File: src/hdl/ssrs_pkg.sv
package ssrs_pkg;

  localparam logic [7:0] BYTE_OVERRUN = 8'd55;
  localparam logic [7:0] BYTE_EMPTY   = 8'd41;
  localparam logic [7:0] BYTE_BUSY    = 8'd69;
  localparam logic [7:0] BYTE_ALT     = 8'd70;
  localparam logic [4:0] BUSY_LEN     = 5'd20;
  localparam logic [4:0] PHASE_END    = 5'd30;

  typedef struct packed {
    logic [7:0] rx_byte;
    logic       overrun;
    logic       rx_full;
    logic [7:0] app_answer;
  } rx_item_t;

  typedef struct packed {
    logic [7:0] tx_byte;
    logic       answer_taken;
    logic       done_res;
  } reply_t;

endpackage

File: src/hdl/spi_slave_reply_sequencer.sv
// SPI slave reply sequencer.
// Input channel (in_valid / in_stall): one beat per SPI receive event with
// rx_byte, overrun, rx_full and app_answer. Output channel (out_valid /
// out_stall): one beat per input beat with tx_byte, answer_taken and
// done_res, in input order.
// Configuration: poll_code is written via cfg_wr_en / cfg_wr_data; the user
// must write it only while the block is idle; the block does not enforce it.
// An accepted beat lands in the input register, is decoded against the
// sequencer state and is registered in the result register. Throughput: one
// beat per cycle while out_stall is low; the decode and next-state logic
// between the input and result registers are combinational.
// Stall: out_stall holds the result register; in_stall rises once the input
// register is also full, and no beat is lost or repeated.
// Reset (rst, synchronous): both registers empty, poll_code, last request,
// held response, fulfilled flag and phase count all zero.
module spi_slave_reply_sequencer
  import ssrs_pkg::*;
(
  input  logic       clk,
  input  logic       rst,
  input  logic       cfg_wr_en,
  input  logic [7:0] cfg_wr_data,
  input  logic       in_valid,
  output logic       in_stall,
  input  logic [7:0] rx_byte,
  input  logic       overrun,
  input  logic       rx_full,
  input  logic [7:0] app_answer,
  output logic       out_valid,
  input  logic       out_stall,
  output logic [7:0] tx_byte,
  output logic       answer_taken,
  output logic       done_res
);

  logic [7:0] poll_code;
  rx_item_t   in_item;
  rx_item_t   item;
  logic       item_valid;
  logic       advance;
  reply_t     reply;
  reply_t     out_reply;

  always_ff @(posedge clk) begin
    if (rst) begin
      poll_code <= '0;
    end else if (cfg_wr_en) begin
      poll_code <= cfg_wr_data;
    end
  end

  assign in_item.rx_byte    = rx_byte;
  assign in_item.overrun    = overrun;
  assign in_item.rx_full    = rx_full;
  assign in_item.app_answer = app_answer;

  ssrs_in_stage u_in_stage (
    .clk        (clk),
    .rst        (rst),
    .in_valid   (in_valid),
    .in_stall   (in_stall),
    .in_item    (in_item),
    .advance    (advance),
    .item_valid (item_valid),
    .item       (item)
  );

  ssrs_reply_core u_reply_core (
    .clk       (clk),
    .rst       (rst),
    .poll_code (poll_code),
    .item      (item),
    .fire      (item_valid && advance),
    .reply     (reply)
  );

  ssrs_out_stage u_out_stage (
    .clk        (clk),
    .rst        (rst),
    .load_valid (item_valid),
    .load_reply (reply),
    .advance    (advance),
    .out_valid  (out_valid),
    .out_stall  (out_stall),
    .out_reply  (out_reply)
  );

  assign tx_byte      = out_reply.tx_byte;
  assign answer_taken = out_reply.answer_taken;
  assign done_res     = out_reply.done_res;

endmodule

File: src/hdl/ssrs_in_stage.sv
module ssrs_in_stage
  import ssrs_pkg::*;
(
  input  logic     clk,
  input  logic     rst,
  input  logic     in_valid,
  output logic     in_stall,
  input  rx_item_t in_item,
  input  logic     advance,
  output logic     item_valid,
  output rx_item_t item
);

  logic load;

  // Take a new beat when the register is empty or its item moves on.
  assign load     = !item_valid || advance;
  assign in_stall = !load;

  always_ff @(posedge clk) begin
    if (rst) begin
      item_valid <= 1'b0;
    end else if (load) begin
      item_valid <= in_valid;
    end
  end

  always_ff @(posedge clk) begin
    if (load && in_valid) begin
      item <= in_item;
    end
  end

endmodule

File: src/hdl/ssrs_reply_core.sv
module ssrs_reply_core
  import ssrs_pkg::*;
(
  input  logic       clk,
  input  logic       rst,
  input  logic [7:0] poll_code,
  input  rx_item_t   item,
  input  logic       fire,
  output reply_t     reply
);

  logic [7:0] last_request, last_request_next;
  logic [7:0] held_response, held_response_next;
  logic       fulfilled, fulfilled_next;
  logic [4:0] phase_count, phase_count_next;
  logic [7:0] resp_inc;

  assign resp_inc = held_response + 8'd1;

  always_comb begin
    last_request_next  = last_request;
    held_response_next = held_response;
    fulfilled_next     = fulfilled;
    phase_count_next   = phase_count;
    reply.tx_byte      = BYTE_BUSY;
    reply.answer_taken = 1'b0;

    if (item.overrun) begin
      reply.tx_byte = BYTE_OVERRUN;
    end else if (!item.rx_full) begin
      reply.tx_byte = BYTE_EMPTY;
    end else if (item.rx_byte == poll_code) begin
      if (phase_count < BUSY_LEN) begin
        reply.tx_byte    = BYTE_BUSY;
        phase_count_next = phase_count + 5'd1;
      end else if (phase_count < PHASE_END) begin
        // Never send the busy byte as data: swap in the alternate.
        reply.tx_byte    = (resp_inc == BYTE_BUSY) ? BYTE_ALT : resp_inc;
        phase_count_next = phase_count + 5'd1;
      end else begin
        reply.tx_byte  = held_response;
        fulfilled_next = 1'b1;
      end
    end else if (item.rx_byte == last_request && !fulfilled) begin
      // Repeat of an open request: restart the phase.
      phase_count_next = '0;
    end else begin
      last_request_next  = item.rx_byte;
      held_response_next = item.app_answer;
      fulfilled_next     = 1'b0;
      phase_count_next   = '0;
      reply.answer_taken = 1'b1;
    end

    reply.done_res = fulfilled_next;
  end

  always_ff @(posedge clk) begin
    if (rst) begin
      last_request  <= '0;
      held_response <= '0;
      fulfilled     <= 1'b0;
      phase_count   <= '0;
    end else if (fire) begin
      last_request  <= last_request_next;
      held_response <= held_response_next;
      fulfilled     <= fulfilled_next;
      phase_count   <= phase_count_next;
    end
  end

endmodule

File: src/hdl/ssrs_out_stage.sv
module ssrs_out_stage
  import ssrs_pkg::*;
(
  input  logic   clk,
  input  logic   rst,
  input  logic   load_valid,
  input  reply_t load_reply,
  output logic   advance,
  output logic   out_valid,
  input  logic   out_stall,
  output reply_t out_reply
);

  // Hold the result while the receiver stalls; otherwise refill.
  assign advance = !out_valid || !out_stall;

  always_ff @(posedge clk) begin
    if (rst) begin
      out_valid <= 1'b0;
    end else if (advance) begin
      out_valid <= load_valid;
    end
  end

  always_ff @(posedge clk) begin
    if (advance && load_valid) begin
      out_reply <= load_reply;
    end
  end

endmodule

File: config.mk
export PLATFORM = sky130hd
export DESIGN_NAME = spi_slave_reply_sequencer
export DESIGN_NICKNAME = d
export VERILOG_FILES = /design/src/hdl/ssrs_pkg.sv /design/src/hdl/spi_slave_reply_sequencer.sv /design/src/hdl/ssrs_in_stage.sv /design/src/hdl/ssrs_reply_core.sv /design/src/hdl/ssrs_out_stage.sv
export SDC_FILE = /design/constraint.sdc
export NUM_CORES = 1
export LEC_CHECK = 0
export ABC_CLOCK_PERIOD_IN_PS = 2000
export BUFFER_PORTS_ARGS = -buffer_cell sky130_fd_sc_hd__buf_2
export CELL_PAD_IN_SITES_DETAIL_PLACEMENT = 1
export CELL_PAD_IN_SITES_GLOBAL_PLACEMENT = 1
export CORE_ASPECT_RATIO = 1.2
export CORE_MARGIN = 8
export CORE_UTILIZATION = 45
export CTS_BUF_LIST = sky130_fd_sc_hd__clkbuf_4
export DETAILED_ROUTE_END_ITERATION = 12
export PLACE_DENSITY_LB_ADDON = 0.15
export SETUP_SLACK_MARGIN = 0.15
export SYNTH_ARGS = -nofsm -noshare
export SYNTH_HDL_FRONTEND = slang
export SYNTH_HIERARCHICAL = 1
export SYNTH_SLANG_ARGS = --single-unit
File: constraint.sdc
create_clock -name clk -period 2 [get_ports clk]
set_input_delay 0.3 -clock clk [delete_from_list [all_inputs] [get_ports clk]]
set_output_delay 0.3 -clock clk [all_outputs]
set_load 0.005 [all_outputs]
Yosys cells after proc, flatten, opt, wreduce, memory -nomap -nowiden
Index checks and enable logic that the tools add are counted.

Reductions and logical operators: 15. Equality and inequality tests: 4. Div/mod/pow operators: 0. Multiplexer cells: 15. Bitwise operators: 4. Shifts and indexed selects: 0. Add/sub/neg operators: 2. Order comparisons: 2. Multiply operators: 0.

Operators by type and width (count): two-way mux 5 bit (4); equality test 8 bit (2); two-way mux 8 bit (2); two-way mux 7 bit (2); less-than comparator 5 bit (second input constant) (2); adder 8 x 1 -> 8 bit (second input constant) (1); equality test 8 x 7 -> 1 bit (second input constant) (1); two-way mux 1 bit (7); adder 5 x 1 -> 5 bit (second input constant) (1); zero test 1 bit (5); AND reduction 5 bit (1); inverter 1 bit (4); AND reduction 4 bit (1); OR reduction 4 bit (1); logical AND 1 bit (3); inequality test 3 bit (second input constant) (1); OR reduction 3 bit (1); logical OR 1 bit (2); OR reduction 2 bit (1).

Memories kept: 0. Bits in latches: 0. ROM bits: 0. Bits in registers: 60. Logic and storage cells: 58. Output and inout bits: 12. Input bits: 31. RAM bits: 0.

Logic depth before layout (Yosys ltp)
Gate-level depths: netlist of run 1.

Depth in word-level cells: 7. Gate-level depth with buffers: 6. Depth with buffers taken out: 6.

Cells and area by module
Netlist of run 1, hierarchy kept.

Modules (own cells, without submodules): ssrs_reply_core (times used 1, area each 1571.5 um^2, sequential area each 440.4 um^2, cells an instance 185); ssrs_in_stage (times used 1, area each 590.6 um^2, sequential area each 560.5 um^2, cells an instance 22); ssrs_out_stage (times used 1, area each 339.1 um^2, sequential area each 320.3 um^2, cells an instance 15); spi_slave_reply_sequencer (times used 1, area each 291.5 um^2, sequential area each 160.2 um^2, cells an instance 27).

Worst setup path before layout of run 1
Ideal clock, no wire load.

Path type: reg2reg. From: reg u_in_stage/item[12] (netlist name). To: reg u_out_stage/out_reply[2] (netlist name). Clock period less this slack: 1747 ps. Cell stages (with the launch flop): 6. Buffers on the path: 0. Setup slack: 253 ps. Library setup time: 259 ps. Data required time: 1741 ps. Data arrival time: 1488 ps. Path through: edfxtp_1 xnor2_1 nand4_2 nor3_2 nand2_1 a211o_1.

Cells in the longest elaborated chain, start to end: 3.

Ends and longest elaborated chain: equality test 8 bit (RTL line ssrs_reply_core.sv:32) `end else if (item.rx_byte == poll_code) begin`; inverter 1 bit (no source line); OR reduction 4 bit (no source line).

Every way passes these cells. A chain may end at the register's enable or synchronous reset.

Worst setup path in the final report of run 1
From: reg u_reply_core.held_response[1]. To: reg u_out_stage/out_reply[2] (netlist name).

Cells in the longest elaborated chain, start to end: 4.

Ends and longest elaborated chain: from (decl) (RTL line ssrs_reply_core.sv:13) `logic [7:0] held_response, held_response_next;`; from (signal assigned) (RTL line ssrs_reply_core.sv:66) `held_response <= held_response_next;`; adder 8 x 1 -> 8 bit (RTL line ssrs_reply_core.sv:18) `assign resp_inc = held_response + 8'd1;`; equality test 8 x 7 -> 1 bit (RTL line ssrs_reply_core.sv:38) `reply.tx_byte = (resp_inc == BYTE_BUSY) ? BYTE_ALT : resp_inc;`; two-way mux 8 bit (RTL line ssrs_reply_core.sv:38); two-way mux 8 bit (RTL line ssrs_reply_core.sv:36) `end else if (phase_count < PHASE_END) begin`.

Every way passes these cells.

==> results.sh, run 1 <==
export IMPL_synthesis_area_mm2=0.00279
export IMPL_htreeDepth=3
export IMPL_synth_top_cell_area_share_pct=30.1
export IMPL_synth_largest_area_cell="edfxtp_1"
export IMPL_fin_crit_sh_pct=90.7
export IMPL_clock_fmax_ghz=0.551
export IMPL_reg2reg_slack_ps=190
export IMPL_grt_pass1_wl_um=9910
export IMPL_drv_slew=0
export IMPL_peakVddDrop_mv=0.429
export IMPL_clkSinkCount=60
export IMPL_required_ps=2150
export IMPL_drtPass1Iterations=4
export IMPL_syn_area_per_cell_um2=11.2
export IMPL_cpMaxStageDelayCell="dfxtp_1"
export IMPL_path_buf_inv=1
export IMPL_slew_limit_headroom_pct=65.5
export IMPL_finalNetCount=349
export IMPL_diodes=0
export IMPL_crit_cells=6
export IMPL_critical_path_top_delay_family="compound AO/OA/AOI/OAI gates"
export IMPL_cts_buffer_depth=2
export IMPL_worstSetupPathType="reg -> reg"
export IMPL_via_per_inst=5.10
export IMPL_layout_setup_ws_ps=185
export IMPL_dp_slack_ps=-38.1
export IMPL_grtUsageTotal_pct=14.5
export IMPL_synth_seq_area_share_pct=53.0
export IMPL_cts_root_buffer="clkbuf_4"
export IMPL_outcome="completed"
export IMPL_r2r_start="u_reply_core/held_response[1]$_SDFFE_PP0P_"
export IMPL_dpl_cell_area_mm2=0.00314
export IMPL_ant_nets=0
export IMPL_hpwl_um=4390
export IMPL_place_congestion=0.826
export IMPL_worst_path_largest_cell_delay_ps=380
export IMPL_power_leakage_nw=1.32
export IMPL_die_area_mm2=0.00899
export IMPL_crit_fanout=6
export IMPL_rsz0062_at_grt="yes"
export IMPL_worstHoldPathType="in -> reg"
export IMPL_antenna_found_initial=0
export IMPL_dieWidth_um=87.9
export IMPL_ys_types=42
export IMPL_totalWireLength_um=6270
export IMPL_cts_clk_slew_worst_paths_ps=110
export IMPL_fin_skew_ps=12.2
export IMPL_cts_tree="done"
export IMPL_ios=43
export IMPL_cts_buffers=9
export IMPL_cp_endpoint="u_out_stage/out_reply[2]$_DFFE_PP_"
export IMPL_ys_warn_count=6
export IMPL_crit_start="u_reply_core/held_response[1]$_SDFFE_PP0P_"
export IMPL_synth_area_top_cells="edfxtp_1 30%, dfxtp_1 23%, mux2i_1 8.6%, nand2b_1 7.6%, xnor2_1 6.0%"
export IMPL_dr_total_vias=2049
export IMPL_initial_utilization_pct=46.5
export IMPL_synth_nets=283
export IMPL_power_density_mw_per_mm2=702
export IMPL_drive_gt1_share_pct=32.2
export IMPL_drv_cap=0
export IMPL_die_h_um=102
export IMPL_post_drt_wl_per_cell_um=15.6
export IMPL_drt_iter0_markers=70
export IMPL_clock_latency_ps=410
export IMPL_grt_max_degree=40
export IMPL_grt_pass1_vias=2122
export IMPL_rows=31
export IMPL_portBuffers=42
export IMPL_coreArea_mm2=0.00601
export IMPL_cp_end_kind="register"
export IMPL_worstMarginPinSlew_ps=518
export IMPL_syn_inst=249
export IMPL_r2r_end="u_out_stage/out_reply[2]$_DFFE_PP_"
export IMPL_setup_viol=0
export IMPL_cp_arrival_ps=1970
export IMPL_path_cells="inv_1, ha_1, nor4bb_2, a221o_1, o41ai_2, a211o_1"
export IMPL_stdcell_area_mm2=0.00348
export IMPL_hold_violations=0
export IMPL_ys_seq_elements=60
export IMPL_fin_crit_ps=1810
export IMPL_area_growth_pct=24.7
export IMPL_rr_worst_depth=6
export IMPL_remaining_drc_errors=0
export IMPL_grt_ovfl_total=0
export IMPL_startpoint_type="register"
==> where the power goes <==
part	switching, mW	total, mW	internal (mW)	leakage, nW
clock network	0.460	0.834	0.374	0.0693
logic	0.108	0.235	0.128	0.725
registers	0.0379	1.38	1.34	0.525
total	0.606	2.44	1.84	1.32
==> flip-flops by register name, summed over array words and instances (netlist names) <==
| signal | count |
|---|---|
| u_reply_core/last_request | 8 |
| u_in_stage/item | 18 |
| u_in_stage/item_valid | 1 |
| u_reply_core/held_response | 8 |
| u_out_stage/out_reply | 10 |
| poll_code | 8 |
| u_out_stage/out_valid | 1 |
| u_reply_core/fulfilled | 1 |
| u_reply_core/phase_count | 5 |
==> layout make-up <==
class	instances	area (um2)
inverter	2	7.51
sequential	60	1480
multi-input combinational	178	1370
timing repair buffer	64	388
fill	647	2530
clock buffer	9	67.6
tap	82	103
clock inverter	7	67.6
==> cell families after synthesis <==
logic type,Yosys count,share of synthesized area [%]
DFF,60,53.0
AOI/OAI and AO/OA,26,5.82
xor gates and xnor gates,23,7.21
adders and majority gates,3,1.34
muxes,24,8.60
and+or+nand+nor,102,21.7
buffers and inverters,11,2.28
==> timing repair <==
| action | CTS | global route |
|---|---|---|
| pin swaps | 3 | 7 |
| endpoints found under the hold margin | 0 | 0 |
| gates resized for setup | 5 | 13 |
| hold buffers | 0 | 0 |
| cloned | 0 | 0 |
| endpoints found under the setup margin | 23 | 17 |
| buffers inserted | 6 | 4 |
==> cells in the mapped netlist <==
master    instances
a21o_1            2
nor4_1            1
nor4_2            1
nand4_2           2
buf_8             1
buf_4             1
inv_1             2
nor2_1           18
clkbuf_1          5
dfxtp_1          32
a211o_1           1
a31oi_1           1
o21bai_1          1
nor2b_4           1
nand3_1           4
nor4b_1           3
ha_1              3
a31o_2            1
o41ai_1           1
nand2b_1         34
or3_1             3
nor3_2            2
buf_6             1
nand2_1          14
xnor2_1          19
nor3_4            1
edfxtp_1         28
o21ba_1           1
nor2b_1           2
nor2_2            1
nor3_1            4
buf_1             1
a221o_1           1
mux2i_1          24
and2_1            3
o21ai_0           6
and4_1            1
a21oi_1          10
xor2_1            4
a211oi_1          1
nor4bb_1          1
nand4_1           6
==> metrics by stage <==
stage	power [mW]	hold slack [ps]	setup TNS, ps	util, %	cells
2_1_floorplan	1.52	372	0	-	249
3_3_place_gp	1.60	470	0	52.2	376
3_5_place_dp	1.60	478	-38.1	52.2	376
4_1_cts	2.46	23.8	0	55.9	398
5_1_grt	2.56	21.6	0	57.9	402
6_report	2.44	58.2	0	57.9	402
==> layout by cell type (no fill, tap or decap), types with 2 or more instances in the layout <==
master,synthesis,final
buf_2,0,42
nand2b_1,34,34
dfxtp_1,32,31
edfxtp_1,28,28
mux2i_1,24,24
buf_4,1,21
nor2_1,18,18
nand2_1,14,14
a21oi_1,10,10
xnor2_2,0,10
clkbuf_4,0,9
xnor2_1,19,9
o21ai_0,6,6
nand4_1,6,6
nand3_1,4,4
xor2_1,4,4
nor3_1,4,4
and2_1,3,3
nor3_4,1,3
or3_1,3,3
clkinv_2,0,2
clkinvlp_4,0,2
nor2b_1,2,2
nand4_2,2,2
inv_1,2,2
a21o_1,2,2
nor4b_1,3,2
ha_1,3,2
==> layer usage <==
layer / track usage, % / routed length [um] / vias up
li1: - / - / 1013
met1: 16.0 / 2660 / 980
met2: 24.3 / 3240 / 43
met3: 4.02 / 238 / 13
met4: 8.62 / 132 / 0
met5: 0 / 0 / -
==> worst min-delay path by stage <==
stage / from / to / slack (ps) / depth (start not counted)
4_1_cts: app_answer[4] / u_in_stage/item[4]$_DFFE_PP_ / 20 / 1
3_3_place_gp: u_reply_core/last_request[3]$_SDFFE_PP0P_ / u_reply_core/last_request[3]$_SDFFE_PP0P_ / 470 / 2
5_1_grt: app_answer[1] / u_in_stage/item[1]$_DFFE_PP_ / 20 / 1
3_5_place_dp: app_answer[4] / u_in_stage/item[4]$_DFFE_PP_ / 480 / 1
2_1_floorplan: rst / u_out_stage/out_valid$_SDFFE_PP0P_ / 370 / 1
6_report: app_answer[4] / u_in_stage/item[4]$_DFFE_PP_ / 60 / 1
No activity file was read; power rests on OpenSTA's default activity.
==> inputs of run 2 (changes only) <==
Settings changed: ABC_AREA set to 1, CORE_UTILIZATION 45 to 40, TNS_END_PERCENT set to 20.
==> run 2 against run 1 <==
Effect of this change:
- total power increased by 8.2%
- maximum frequency up 2.5%
- final area is 5.7% higher
- cell count up 47%
- clock skew grew 11 ps
- clock power grew 15%
- global-route usage increased by 0.55 points
- utilization decreased by 10 points
- hold slack worse by 1.2 ps
- critical path depth grew 2
- sequential power hardly changed
==> results.sh, run 2 <==
export IMPL_synth_area_top_cells="edfxtp_1 26%, dfxtp_1 20%, nand2_1 16%, inv_1 9.8%, nor2_1 7.6%"
export IMPL_ys_seq_elements=60
export IMPL_fin_crit_sh_pct=88.5
export IMPL_regMostFlops="u_in_stage/item"
export IMPL_syn_area_per_cell_um2=7.29
export IMPL_largest_reg_flops=18
export IMPL_rsz0062_at_grt="yes"
export IMPL_grt_util_met3_pct=3.75
export IMPL_crit_fanout=5
export IMPL_path_cells="xnor2_1, nand2_1, nor2_2, nand2_2, nor2_2, nand2_1, nor2_1, nand3_1"
export IMPL_clock_fmax_ghz=0.565
export IMPL_coreArea_mm2=0.00771
export IMPL_peakVddDrop_mv=0.537
export IMPL_n_fill_cell=1041
export IMPL_fin_skew_ps=22.8
export IMPL_synth_adder_area_share_pct=1.18
export IMPL_worst_path_largest_cell_delay_ps=480
export IMPL_grtUsageTotal_pct=15.1
export IMPL_cts_root_buffer="clkbuf_4"
export IMPL_hpwl_um=6210
export IMPL_synth_mux_area_share_pct=0
export IMPL_final_common_cell="nand2_1"
export IMPL_slew_limit_headroom_pct=74.1
export IMPL_layout_setup_ws_ps=230
export IMPL_synthTopCellsByCount="134 x nand2_1, 83 x inv_1, 64 x nor2_1"
export IMPL_ys_types=31
export IMPL_worstSetupPathType="reg -> reg"
export IMPL_grt_use_met1_pct=15.2
export IMPL_clkSinkCount=60
export IMPL_die_h_um=114
export IMPL_synth_compound_area_share_pct=3.78
export IMPL_drive_gt1_share_pct=18.1
export IMPL_cp_end_kind="register"
export IMPL_diodes=0
export IMPL_post_drt_wl_per_cell_um=13.6
export IMPL_met2_usage_pct=28.4
export IMPL_drt_iter0_markers=71
export IMPL_via_per_inst=4.78
export IMPL_synthFlopType="dfxtp_1"
export IMPL_fin_crit_ps=1770
export IMPL_area_growth_pct=15.8
export IMPL_ios=43
export IMPL_required_ps=2150
export IMPL_grt_max_degree=19
export IMPL_power_leakage_nw=1.83
export IMPL_remaining_drc_errors=0
export IMPL_setup_viol=0
export IMPL_synth_most_common_cell="nand2_1"
export IMPL_cts_hold_buf=0
export IMPL_synth_edf_count=28
export IMPL_dp_slack_ps=186
export IMPL_htreeDepth=3
export IMPL_seq_area_mm2=0.00148
export IMPL_clock_latency_ps=410
export IMPL_synth_seq_area_share_pct=46.6
export IMPL_synthXorXnorAreaFrac_pct=2.48
export IMPL_synth_top_family_by_area="simple AND/OR/NAND/NOR gates"
export IMPL_yosys_area_share_simple_pct=32.8
export IMPL_startpoint_type="register"
export IMPL_syn_inst=436
export IMPL_final_core_util_pct=47.8
export IMPL_grt_pass1_vias=2974
export IMPL_grt_busiest_layer="met2"
export IMPL_p_total_mw=2.65
export IMPL_ys_async_sr_fraction_pct=0
export IMPL_cpMaxStageDelayCell="edfxtp_1"
export IMPL_reg_top3="u_in_stage/item: 18 flops, u_out_stage/out_reply: 10 flops"
export IMPL_synthesis_area_mm2=0.00318
export IMPL_synth_top_cell_area_share_pct=26.4
export IMPL_place_congestion=0.799
export IMPL_outcome="completed"
export IMPL_portBuffers=42
export IMPL_ys_warn_count=6
export IMPL_drv_cap=0
export IMPL_initial_utilization_pct=41.3
export IMPL_cp_arrival_ps=1920
export IMPL_multi_input_area_mm2=0.00129
export IMPL_drv_slew=0
export IMPL_synth_largest_area_cell="edfxtp_1"
export IMPL_synth_nets=470
export IMPL_grt_ovfl_total=0
export IMPL_power_density_mw_per_mm2=719
export IMPL_cts_clk_slew_worst_paths_ps=120
export IMPL_finalNetCount=526
export IMPL_dieWidth_um=97.4
export IMPL_final_cell_mix="133 x nand2_1, 83 x inv_1, 62 x nor2_1"
export IMPL_setup_tns_ps=0
export IMPL_hold_violations=0
export IMPL_totalWireLength_um=8030
export IMPL_rows=35
export IMPL_grt_pass1_wl_um=13600
export IMPL_cts_tree="done"
export IMPL_drtPass1Iterations=4
export IMPL_die_area_mm2=0.0111
export IMPL_antenna_found_initial=0
export IMPL_worstHoldPathType="in -> reg"
export IMPL_cts_buffer_depth=2
export IMPL_dr_total_vias=2815
export IMPL_worstMarginPinSlew_ps=384
export IMPL_ant_nets=0
export IMPL_cts_buffers=9
-- run 2: changes by cell type after synthesis, moves of 8 or more --
cell,delta
nand2b_1,-34
mux2i_1,-24
xnor2_1,-16
nand2_1,+120
nand4_1,+13
inv_1,+81
nor2_1,+46
nand3_1,+8
-- run 2: timing repair --
| item | in CTS | in global routing |
|---|---|---|
| setup buffers | 0 | 1 |
| endpoints found under the hold margin | 0 | 0 |
| endpoints found under the setup margin | 0 | 14 |
| gates resized for setup | 0 | 2 |
-- run 2: kinds of logic after synthesis --
group | Yosys count
AND/OR/NAND/NOR | 242
buffers and inverters | 100
flip-flops | 60
AO/OA/AOI/OAI | 22
XOR/XNOR | 9
adder cells (fa/ha/maj) | 3
-- run 2: final timing paths --
check                                start  depth (start not counted)  slack, ps                                 end
max          u_in_stage/item[17]$_DFFE_PP_                          8        230  u_out_stage/out_reply[2]$_DFFE_PP_
min                          app_answer[0]                          1         60        u_in_stage/item[0]$_DFFE_PP_
min reg2reg      poll_code[0]$_SDFFE_PP0P_                          2        500           poll_code[0]$_SDFFE_PP0P_
max reg2reg  u_in_stage/item[17]$_DFFE_PP_                          8        230  u_out_stage/out_reply[2]$_DFFE_PP_
-- run 2: power by group --
group	internal, mW	total [mW]	switching [mW]
Sequential	1.35	1.39	0.0394
Combinational	0.113	0.296	0.183
Clock	0.509	0.963	0.454
-- run 2: cell type report --
cell class	count	area share, %
Clock buffer	10	2.04
Clock inverter	6	2.14
Multi-Input combinational cell	276	34.9
Inverter	90	9.17
Sequential cell	60	40.2
Timing Repair Buffer	55	8.36
Tap cell	92	3.13
-- run 2: routing by layer --
layer	vias to the layer above	wire [um]
met4	0	201
met1	1310	3280
li1	1440	-
met2	49	4290
met5	-	0
met3	16	261
-- run 2: through the flow --
stage / std cells / cell area [um2] / hold WS [ps]
4_1_cts: 588 / 3670 / 30.8
6_report: 589 / 3680 / 57.1
3_3_place_gp: 572 / 3520 / 475
3_5_place_dp: 572 / 3520 / 479
5_1_grt: 589 / 3680 / 15.9
2_1_floorplan: 436 / 3180 / 362
-- run 2: worst max-delay path, delay by kind of cell, from the launching register on --
kind             cells  cell delay [ps]
XOR/XNOR             1              210
flip-flops           1              480
AND/OR/NAND/NOR      7              830
